### config.mk
export PLATFORM = sky130hd
export DESIGN_NAME = dmw_addr
export DESIGN_NICKNAME = d
export VERILOG_FILES = /design/src/rtl/core/dmw_pkg.sv /design/src/rtl/core/dmw_addr.sv
export SDC_FILE = /design/constraint.sdc
export NUM_CORES = 1
export LEC_CHECK = 0
export ABC_AREA = 1
export BUFFER_PORTS_ARGS = -buffer_cell sky130_fd_sc_hd__buf_4
export CAP_MARGIN = 15
export CORE_MARGIN = 4
export CORE_UTILIZATION = 30
export CTS_BUF_LIST = sky130_fd_sc_hd__clkbuf_2 sky130_fd_sc_hd__clkbuf_4 sky130_fd_sc_hd__clkbuf_8
export DETAILED_ROUTE_END_ITERATION = 12
export HOLD_SLACK_MARGIN = 0.02
export PLACE_DENSITY = 0.48
export RECOVER_POWER = 50
export SYNTH_ARGS = -nofsm -noshare
export SYNTH_HDL_FRONTEND = slang
export SYNTH_SLANG_ARGS = --single-unit
### constraint.sdc
create_clock -name clk -period 9.2 [get_ports clk]
set_clock_uncertainty 0.05 [all_clocks]
set_input_delay 0.46 -clock clk [delete_from_list [all_inputs] [get_ports clk]]
set_output_delay 0.46 -clock clk [all_outputs]
set_load 0.03 [all_outputs]
### src/rtl/core/dmw_pkg.sv
// Shared types, sizes and codes of the displacement map warp.
// Used by every module of the block but dmw_ram; depends on nothing.
`timescale 1ns / 1ps
`default_nettype none
package dmw_pkg;

	localparam int SCREEN_WIDTH  = 320;
	localparam int SCREEN_HEIGHT = 240;
	localparam int TABLE_WIDTH   = 2 * SCREEN_WIDTH;
	localparam int TABLE_HEIGHT  = 2 * SCREEN_HEIGHT;
	localparam int TABLE_DEPTH   = TABLE_WIDTH * TABLE_HEIGHT;
	localparam int IMAGE_DEPTH   = SCREEN_WIDTH * SCREEN_HEIGHT;
	localparam int TADDR_W       = $clog2(TABLE_DEPTH);
	localparam int IADDR_W       = $clog2(IMAGE_DEPTH);
	localparam int IX_W          = $clog2(SCREEN_WIDTH);
	localparam int IY_W          = $clog2(SCREEN_HEIGHT);

	localparam int COL_W  = 10;
	localparam int ROW_W  = 9;
	localparam int BYTE_W = 8;
	localparam int LEFT_W = 9;
	localparam int TOP_W  = 8;
	localparam int TCOL_W = COL_W + 1;
	localparam int TROW_W = ROW_W + 1;
	localparam int SX_W   = COL_W + 2;
	localparam int SY_W   = ROW_W + 2;
	localparam int PADDR_W = 4;
	localparam int PDATA_W = 32;

	localparam logic [LEFT_W-1:0] XLEFT_RST = LEFT_W'(160);
	localparam logic [TOP_W-1:0]  XTOP_RST  = TOP_W'(240);
	localparam logic [LEFT_W-1:0] YLEFT_RST = LEFT_W'(320);
	localparam logic [TOP_W-1:0]  YTOP_RST  = TOP_W'(120);

	typedef enum logic [1:0] {
		OP_LOAD_H   = 2'd0,
		OP_LOAD_V   = 2'd1,
		OP_LOAD_IMG = 2'd2,
		OP_RENDER   = 2'd3
	} op_t;

	typedef enum logic [1:0] {
		REG_XLEFT = 2'd0,
		REG_XTOP  = 2'd1,
		REG_YLEFT = 2'd2,
		REG_YTOP  = 2'd3
	} reg_idx_t;

	typedef struct packed {
		logic [LEFT_W-1:0] xleft;
		logic [TOP_W-1:0]  xtop;
		logic [LEFT_W-1:0] yleft;
		logic [TOP_W-1:0]  ytop;
	} cfg_t;

	typedef struct packed {
		op_t               op;
		logic [COL_W-1:0]  col;
		logic [ROW_W-1:0]  row;
		logic [BYTE_W-1:0] value;
	} item_t;

	// table addresses and range flags
	typedef struct packed {
		item_t              item;
		logic [TADDR_W-1:0] haddr;
		logic [TADDR_W-1:0] vaddr;
		logic               hok;
		logic               vok;
		logic               scr_ok;
	} taddr_t;

	// source position for the image access
	typedef struct packed {
		item_t           item;
		logic [IX_W-1:0] ix;
		logic [IY_W-1:0] iy;
		logic            rd_ok;
		logic            wr_ok;
	} src_t;

endpackage
`default_nettype wire

### src/rtl/core/dmw_addr.sv
// Stages 1-2: window offsets, range checks and table address multiply.
// Depends on dmw_pkg.
`timescale 1ns / 1ps
`default_nettype none
module dmw_addr (
	input  wire logic           clk,
	input  wire logic           arst_n,
	input  wire dmw_pkg::cfg_t  cfg,
	input  wire logic           in_valid,
	output logic                in_ready,
	input  wire dmw_pkg::item_t in_item,
	output logic                out_valid,
	input  wire logic           out_ready,
	output dmw_pkg::taddr_t     out_data
);

	logic                        v_s1, v_s2;
	logic                        rdy1, rdy2, adv1, adv2;
	logic                        is_render;
	logic [dmw_pkg::TCOL_W-1:0]  hc, vc;
	logic [dmw_pkg::TROW_W-1:0]  hr, vr;
	dmw_pkg::item_t              item_s1;
	logic [dmw_pkg::TCOL_W-1:0]  hc_s1, vc_s1;
	logic [dmw_pkg::TROW_W-1:0]  hr_s1, vr_s1;
	logic                        hok_s1, vok_s1, scr_ok_s1;
	dmw_pkg::taddr_t             data_s2;

	assign rdy2     = !v_s2 || out_ready;
	assign rdy1     = !v_s1 || rdy2;
	assign adv1     = in_valid && rdy1;
	assign adv2     = v_s1 && rdy2;
	assign in_ready = rdy1;

	always_comb begin
		is_render = (in_item.op == dmw_pkg::OP_RENDER);
		hc = dmw_pkg::TCOL_W'(in_item.col);
		hr = dmw_pkg::TROW_W'(in_item.row);
		vc = dmw_pkg::TCOL_W'(in_item.col);
		vr = dmw_pkg::TROW_W'(in_item.row);
		if (is_render) begin
			hc = dmw_pkg::TCOL_W'(in_item.col) + dmw_pkg::TCOL_W'(cfg.xleft);
			hr = dmw_pkg::TROW_W'(in_item.row) + dmw_pkg::TROW_W'(cfg.xtop);
			vc = dmw_pkg::TCOL_W'(in_item.col) + dmw_pkg::TCOL_W'(cfg.yleft);
			vr = dmw_pkg::TROW_W'(in_item.row) + dmw_pkg::TROW_W'(cfg.ytop);
		end
	end

	always_ff @(posedge clk or negedge arst_n) begin
		if (!arst_n) begin
			v_s1 <= 1'b0;
			v_s2 <= 1'b0;
		end else begin
			if (rdy1) v_s1 <= in_valid;
			if (rdy2) v_s2 <= v_s1;
		end
	end

	always_ff @(posedge clk) begin
		if (adv1) begin
			item_s1   <= in_item;
			hc_s1     <= hc;
			hr_s1     <= hr;
			vc_s1     <= vc;
			vr_s1     <= vr;
			hok_s1    <= int'(hc) < dmw_pkg::TABLE_WIDTH && int'(hr) < dmw_pkg::TABLE_HEIGHT;
			vok_s1    <= int'(vc) < dmw_pkg::TABLE_WIDTH && int'(vr) < dmw_pkg::TABLE_HEIGHT;
			scr_ok_s1 <= int'(in_item.col) < dmw_pkg::SCREEN_WIDTH
				&& int'(in_item.row) < dmw_pkg::SCREEN_HEIGHT;
		end
		if (adv2) begin
			data_s2.item   <= item_s1;
			data_s2.haddr  <= dmw_pkg::TADDR_W'(hr_s1) * dmw_pkg::TADDR_W'(dmw_pkg::TABLE_WIDTH)
				+ dmw_pkg::TADDR_W'(hc_s1);
			data_s2.vaddr  <= dmw_pkg::TADDR_W'(vr_s1) * dmw_pkg::TADDR_W'(dmw_pkg::TABLE_WIDTH)
				+ dmw_pkg::TADDR_W'(vc_s1);
			data_s2.hok    <= hok_s1;
			data_s2.vok    <= vok_s1;
			data_s2.scr_ok <= scr_ok_s1;
		end
	end

	assign out_valid = v_s2;
	assign out_data  = data_s2;

endmodule
`default_nettype wire

* Word level (Yosys, flattened, before mapping)
Cells that the tools add are included.
** Operators by class
- Muxes and demuxes :: 4
- $lt $le $gt $ge :: 6
- Add/subtract/negate cells :: 6
- Reductions and logical operators :: 9
- Equality and inequality tests :: 1
- Multiply operators :: 2
** Operators with widths (count)
- $add A19 B11 Y19 :: 2
- $lt A10 B9 Y1 const B :: 3
- $mul A10 B3 Y12 const B :: 2
- $add A10 B9 Y11 :: 2
- $lt A11 B10 Y1 const B :: 2
- $mux W11 :: 2
- $add A9 B8 Y10 :: 2
- $mux W10 :: 2
- $lt A9 B8 Y1 const B :: 1
- $logic_and A1 B1 Y1 :: 5
- $eq A2 B2 Y1 const B :: 1
- $logic_not A1 Y1 :: 2
- $logic_or A1 B1 Y1 :: 2
** Word-level totals
- Input port bits :: 67
- Register bits :: 146
- Output and inout bits :: 72
- Logic and storage cells :: 50

* Depth between registers and ports, before layout
Gate-level depths: netlist of run 1.
- Word-level depth :: 4
- Mapped depth :: 16

* Least setup slack after synthesis of run 1
Ideal clock, no wire load.
- Path kind :: register -> register
- From :: register v_s2, in the netlist out_valid
- To :: register data_s2 (netlist bit out_data[0]), enable pin
- Library setup time :: 521 ps
- Buffers on the path :: 0
- Arrival time :: 3975 ps
- Setup slack :: 4654 ps
- Cell stages (with the launch flop) :: 2
- Data required time :: 8629 ps
- Cell sequence :: dfrtp_1 a21oi_1
** Between the ends
- Longest elaborated chain between the ends :: 3
** RTL lines
- start, declared :: RTL line dmw_addr.sv:17 : logic v_s1, v_s2;
- start signal, assigned :: RTL line dmw_addr.sv:54 : if (rdy2) v_s2 <= v_s1;
- $logic_not A1 Y1 :: RTL line dmw_addr.sv:28 : assign rdy2 = !v_s2 || out_ready;
- $logic_or A1 B1 Y1 :: RTL line dmw_addr.sv:28
- $logic_and A1 B1 Y1 :: RTL line dmw_addr.sv:31 : assign adv2 = v_s1 && rdy2;
- named net adv2 :: RTL line dmw_addr.sv:18 : logic rdy1, rdy2, adv1, adv2;
- end, declared :: RTL line dmw_addr.sv:26 : dmw_pkg::taddr_t data_s2;
The timed path passes the listed nets, and every way through them passes these cells.
A chain may end at the register's enable or synchronous reset.

* Worst setup path in the final report of run 1
- From :: input port in_item[28] (netlist bit)
- To :: register hok_s1, data pin
** Between the ends
- Longest elaborated chain between the ends :: 4
- Elaborated cells on any way between the ends :: 6
** RTL lines
- start, declared :: RTL line dmw_addr.sv:11 : input wire dmw_pkg::item_t in_item,
- $eq A2 B2 Y1 (*) :: RTL line dmw_addr.sv:35 : is_render = (in_item.op == dmw_pkg::OP_RENDER);
- $mux W11 or $mux W10 (tied branches) :: RTL line dmw_addr.sv:40 : if (is_render) begin
- $lt A11 B10 Y1 or $lt A10 B9 Y1 (tied branches) :: RTL line dmw_addr.sv:65 : hok_s1 <= int'(hc) < dmw_pkg::TABLE_WIDTH && int'(hr) < dmw_pkg::TABLE_HEIGHT;
- $logic_and A1 B1 Y1 (*) :: RTL line dmw_addr.sv:65
- end signal, assigned :: RTL line dmw_addr.sv:65
- end, declared :: RTL line dmw_addr.sv:25 : logic hok_s1, vok_s1, scr_ok_s1;
Every way passes the cells marked *; elsewhere a longest branch is shown, timed or not.

==> metrics.cfg, run 1 <==
[synthesis]
syn_inst = 819
synth.net_count = 968
ys_ff_latch = 146
muxShareOfSynthArea_pct = 0
synth_simple_gate_area_share_pct = 18.2
synth_compound_area_share_pct = 6.00
yosys_warnings = 0
synthAdderAreaFrac_pct = 13.3
synth_xor_area_share_pct = 3.18
avgSynthCellArea_sq_um = 10.0
syn_area_sq_mm = 0.00819
synth.yosys.seq_area_share_pct = 53.4
synth_top_family_by_area = simple AND/OR/NAND/NOR gates
synth_cell_types = 35

[detailed_routing]
wl_mm = 19.1
wl_per_cell_microns = 14.4
vias_per_cell = 4.35
antenna_left = 0
route.vias.total = 5773
drt-initial-drc-count = 248
drc = 0
dr.pass1.iters = 4

[critical_path]
critical_path_required_ps = 9370
crit_top_cell = nand2_1
cp.arrival_ps = 3560
cp-start-kind = primary input
endpoint_kind = flip-flop
cpMaxStageDelayCell = clkbuf_1
crit_type = primary input to flip-flop
slowest_delay_ps = 1080
crit_chain = clkbuf_1, nand2_1, clkbuf_1, inv_1, clkbuf_1, nand3_1, nand2_1, nand2_1, nand2_1, nand2_1, nor2_1
cp_max_fo = 32

[sta]
finalHoldViolCount = 0
fin_crit_sh_pct = 36.9
clock.fmax_ghz = 0.294
fin_crit_ps = 3400
finalSetupViolCount = 0
rsz0062_at_grt = no
drv_slew = 0
fin_hold_ws_ps = 140
tns_ps = 0
tightest_slew_ps = 1500
relSlewSlack_pct = 0.0907

[die]
pin_count = 139
fp.dieH_microns = 173
fp.coreArea_sq_mm = 0.0269
die_w_microns = 173
die_area_sq_mm = 0.0300
initial_core_util_pct = 30.5
rows = 60

[final_layout]
diodes = 0
syn_to_final_growth_pct = 18.9
post-route-util_pct = 36.3
fillerInstances = 2827
final_nets = 1122
stdcell_area_sq_mm = 0.00974
multiInputGateArea_sq_mm = 0.00334
drive_gt1_share_pct = 10.5
regArea_sq_mm = 0.00437

[pwr]
power_density_mw_per_mm2 = 196
peakVddDrop_v = 0.0000686
seq_power_share_pct = 45.1
p_switching_uw = 695
total_power_mw = 1.91
p_leak_nw = 4.32
p_clk_share_pct = 27.2
swShare_pct = 36.4
p_int_mw = 1.21
power_frac_comb_pct = 27.7

[clocking]
postCtsHoldBufs = 1
cts_setup_buffers = 0
clk_latency_ps = 450
cts_tree = done
cts_made_buffers = 17
ctsHtreeMaxLevel = 4
post_cts_resized = 0
path_clk_slew_ps = 110
clock_sinks = 146
clock_path_buffers = 2
cts_root_buffer = clkbuf_8

[placed_design]
port_buffers = 138
gp_congestion = 0.823
dpl.hpwl_mm = 15.0
dpl_cell_area_sq_mm = 0.00965

[global_routing]
grt_pass1_wl_mm = 31.1
grt_max_degree = 65
overflow = 0
grt_pass1_vias = 5864
antenna_found_initial = 1
track_usage_pct = 13.0

[job]
cap_violations = 1

[run_status]
status = finished, violations left
violations = max-capacitance violations

[min_path]
hp-class = primary input to flip-flop

==> power by group through the flow <==
stage / sequential (mW) / combinational, mW / clock [mW]
floorplan: 0.969 / 0.304 / 0
global placement: 0.879 / 0.573 / 0
detailed placement: 0.878 / 0.574 / 0
CTS: 0.864 / 0.577 / 0.540
global route: 0.869 / 0.602 / 0.571
finish: 0.860 / 0.528 / 0.518
==> stage by stage <==
| stage | instances | setup slack [ps] |
|---|---|---|
| 5_1_grt | 1327 | 5510 |
| 4_1_cts | 1326 | 6490 |
| 6_report | 1327 | 5800 |
| 2_1_floorplan | 819 | 4650 |
| 3_5_place_dp | 1293 | 6460 |
| 3_3_place_gp | 1293 | 6450 |
==> Yosys cell counts (all sizes together) <==
cell type / n / area (sq um)
o21a: 2 / 15.0
a21o: 2 / 15.0
xnor2: 9 / 78.8
a31oi: 5 / 31.3
fa: 8 / 160
o21bai: 3 / 22.5
buf: 4 / 25.0
or2: 2 / 12.5
o21ai: 38 / 190
nor3: 1 / 16.3
a21oi: 41 / 205
o211ai: 1 / 12.5
nor2: 41 / 184
ha: 74 / 926
edfxtp: 144 / 4320
dfrtp: 2 / 50.1
nand3b: 5 / 41.3
xor2: 19 / 181
nand2: 221 / 845
clkbuf: 4 / 15.0
nand3: 57 / 295
inv: 121 / 454
nand4: 15 / 93.8
==> logic make-up after synthesis <==
family          Yosys count
fa+ha+maj                82
buf+inv                 129
flops                   146
compound gates           92
simple gates            342
xor+xnor                 28
==> sequential cells by signal, indices dropped and copies added, names as in the netlist <==
name / cells
hc_s1: 11
hok_s1: 1
hr_s1: 10
item_s1: 29
out_data: 70
out_valid: 1
scr_ok_s1: 1
v_s1: 1
vc_s1: 11
vok_s1: 1
vr_s1: 10
==> per-layer routing <==
metal / vias to the layer above / share of wire [%] / GRT usage [%]
met2: 98 / 47 / 21.0
met5: - / 0.068 / 0
met4: 2 / 0.99 / 3.33
li1: 3072 / - / -
met3: 12 / 3.1 / 3.10
met1: 2589 / 49 / 17.8
==> cells in the final DEF (no fill, tap or decap), types with 8 or more instances in the layout <==
master / netlist / final
clkbuf_1: 4 / 92
fa_1: 8 / 8
ha_1: 74 / 74
nand3_1: 55 / 55
inv_1: 118 / 118
o21ai_0: 36 / 36
clkbuf_4: 0 / 8
buf_4: 0 / 42
edfxtp_1: 144 / 144
clkbuf_8: 0 / 17
nand2_1: 217 / 217
xor2_1: 17 / 17
nor2_1: 35 / 35
a21oi_1: 41 / 40
nand4_1: 15 / 15
xnor2_1: 9 / 9
==> layout make-up <==
type | instances | share of cell area [%]
clock buffers | 17 | 2.40
clock inverters | 15 | 1.91
inverters | 121 | 4.66
multi-input cells | 544 | 34.2
flip-flops and latches | 146 | 44.9
well taps | 341 | 4.38
repair buffers | 143 | 7.50
==> worst max-delay path: cells and delay by family <==
| family | cells | cell delay (ps) |
|---|---|---|
| buffers and inverters | 4 | 2280 |
| and+or+nand+nor | 7 | 800 |
==> path summary, 6_finish.rpt <==
path | from | endpoint | slack [ps] | cells after the start
max in group asynchronous | arst_n | out_valid | 8710 | 2
min in group asynchronous | arst_n | v_s1 | 270 | 2
max | in_item[28] | hok_s1 | 5800 | 11
min reg2reg | item_s1[5] | out_data[46] | 370 | 0
max reg2reg | vr_s1[1] | out_data[21] | 6520 | 14
min | in_item[1] | item_s1[1] | 140 | 1
No activity file was read; power rests on OpenSTA's default activity.
==> inputs of run 2 (changes only) <==
==> constraint.sdc (replaced) <==
create_clock -name clk -period 3.5 [get_ports clk]
set_clock_uncertainty 0.05 [all_clocks]
set_input_delay 0.175 -clock clk [delete_from_list [all_inputs] [get_ports clk]]
set_output_delay 0.175 -clock clk [all_outputs]
set_load 0.03 [all_outputs]
==> run 2 against run 1 <==
The flow finishes with violations (max-capacitance violations, max-slew violations). Sequential cell count unchanged. Total power grew to 2.7 times the previous value. Combinational power grew to 2.7 times the previous value. Critical path depth is 3 higher. Via count grew 3.7%. Die area unchanged. Clock power rose to 2.7 times the previous value. First-iteration DRC count increased by 46%. Largest power group unchanged.
==> metrics.cfg, run 2 (synthesis gave the netlist of run 1 again) <==
[global_routing]
grt_pass1_vias = 5983  ; +2.0%
overflow = 0  ; unchanged
antenna_found_initial = 1  ; unchanged
grt_pass1_wl_mm = 32.1  ; +3.1%
grt_max_degree = 42  ; -35%
track_usage_pct = 13.5  ; +0.49 points

[detailed_routing]
drc = 0  ; unchanged
antenna_left = 0  ; unchanged
drt-initial-drc-count = 361  ; +46%
dr.pass1.iters = 4  ; unchanged
wl_mm = 19.9  ; +4.1%
wl_per_cell_microns = 14.5  ; +1.2%
route.vias.total = 5984  ; +3.7%
vias_per_cell = 4.38  ; +0.77%

[critical_path]
cp_max_fo = 3  ; -91%
cp-start-kind = flip-flop
cpMaxStageDelayCell = fa_1
slowest_delay_ps = 460  ; -620 ps
worst-path-buf-inv = 1  ; -3
crit_type = flip-flop to flip-flop
crit_top_cell = nand2_1
crit_chain = ha_1, ha_1, inv_1, fa_1, nor2_1, nand4_1, nand3_1, nand2_1, nor2_4, nand2_2, nor2_4, nand2_1, nand2_1, nand2_1
endpoint_kind = flip-flop
cp.arrival_ps = 2900  ; -660 ps
cpLargestDelayFamily = adder cells
critical_path_required_ps = 3670  ; -5700 ps

[sta]
finalHoldViolCount = 0  ; unchanged
rsz0062_at_grt = no
drv_slew = 30  ; +30
fin_crit_sh_pct = 78.3
setup_ws_ps = 760  ; -5040 ps
finalSetupViolCount = 0  ; unchanged
clock.fmax_ghz = 0.365
relSlewSlack_pct = -14.5  ; -15 points
tns_ps = 0  ; unchanged
fin_crit_ps = 2740
tightest_slew_ps = 1720  ; +219 ps

[run_status]
status = finished, violations left
violations = max-capacitance violations, max-slew violations

[final_layout]
layout_commonest_cell = nand2_1
post-route-util_pct = 37.6  ; +1.3 points
stdcell_area_sq_mm = 0.0101  ; +3.7%
fin_cells = 1365  ; +2.9%
largest_reg_flops = 70  ; unchanged
syn_to_final_growth_pct = 23.3
diodes = 0  ; unchanged
final_nets = 1160  ; +3.4%
drive_gt1_share_pct = 10.4  ; -0.20 points
final_cell_mix = nand2_1, edfxtp_1, inv_1

[clocking]
clock_sinks = 146  ; unchanged
cts_made_buffers = 17  ; unchanged
postCtsHoldBufs = 36  ; +35
cts_setup_buffers = 0  ; unchanged
cts_root_buffer = clkbuf_8
clk_latency_ps = 470  ; +20 ps
post_cts_resized = 0  ; unchanged
clock_path_buffers = 2  ; unchanged
ctsHtreeMaxLevel = 4  ; unchanged
path_clk_slew_ps = 90  ; -20 ps
cts_tree = done

[placed_design]
dpl_cell_area_sq_mm = 0.00968  ; +0.31%
place_inst = 1297  ; +0.31%
place_ws_ps = 755  ; -5710 ps
dpl.hpwl_mm = 15.3  ; +2.0%
port_buffers = 138  ; unchanged
gp_congestion = 0.877  ; +6.5%

[die]
fp.dieH_microns = 173  ; unchanged
pin_count = 139  ; unchanged
fp.coreArea_sq_mm = 0.0269  ; unchanged
die_area_sq_mm = 0.0300  ; unchanged
rows = 60  ; unchanged
initial_core_util_pct = 30.5  ; unchanged
die_w_microns = 173  ; unchanged

[job]
cap_violations = 1  ; unchanged

[min_path]
hp-class = primary input to flip-flop

[pwr]
p_leak_nw = 4.48  ; +3.6%
power_density_mw_per_mm2 = 501  ; +160%
peakVddDrop_v = 0.000182  ; +170%

[run 2: through the flow]
stage	hold WS, ps	power, mW
2_1_floorplan	-171	3.34
3_3_place_gp	-92.0	3.82
3_5_place_dp	-92.1	3.82
4_1_cts	49.3	5.26
5_1_grt	74.3	5.41
6_report	97.4	5.07
[run 2: final cells by class]
| type | count | area [sq um] |
|---|---|---|
| clock buffer | 17 | 234 |
| clock inverter | 15 | 190 |
| fill | 2759 | 16800 |
| inverter | 121 | 454 |
| multi-input combinational | 544 | 3330 |
| sequential | 146 | 4370 |
| tap | 341 | 427 |
| timing repair buffer | 181 | 1100 |
[run 2: power by group]
part,leakage (nW),internal [mW],switching (mW)
sequential,1.41,2.20,0.0600
combinational,2.87,0.459,0.971
clock,0.206,0.550,0.828
[run 2: metal layers]
layer  GRT usage, %  vias up  routed length (microns)  part of all wire, %
met5              0        -                       20                 0.10
met4           4.46        2                      312                  1.6
met3           3.58       18                      835                  4.2
met2           21.5      115                     9000                   45
met1           18.0     2703                     9690                   49
li1               -     3146                        -                    -
[run 2: tightest hold or removal path: stages]
cell and delay, ps:
buf_4 100, ha_1 120, nand2_1 50, nand2_1 50
[run 2: worst paths after layout]
check / startpoint / endpoint / slack, ps / cells after the start
worst max-delay path: vr_s1[1] / out_data[21] / 760 / 14
worst min-delay path: cfg[0] / vr_s1[0] / 100 / 4
worst max register to register: vr_s1[1] / out_data[21] / 760 / 14
worst min register to register: vc_s1[5] / out_data[8] / 370 / 0
max in group asynchronous: arst_n / v_s1 / 2750 / 3
min in group asynchronous: arst_n / out_valid / 530 / 3
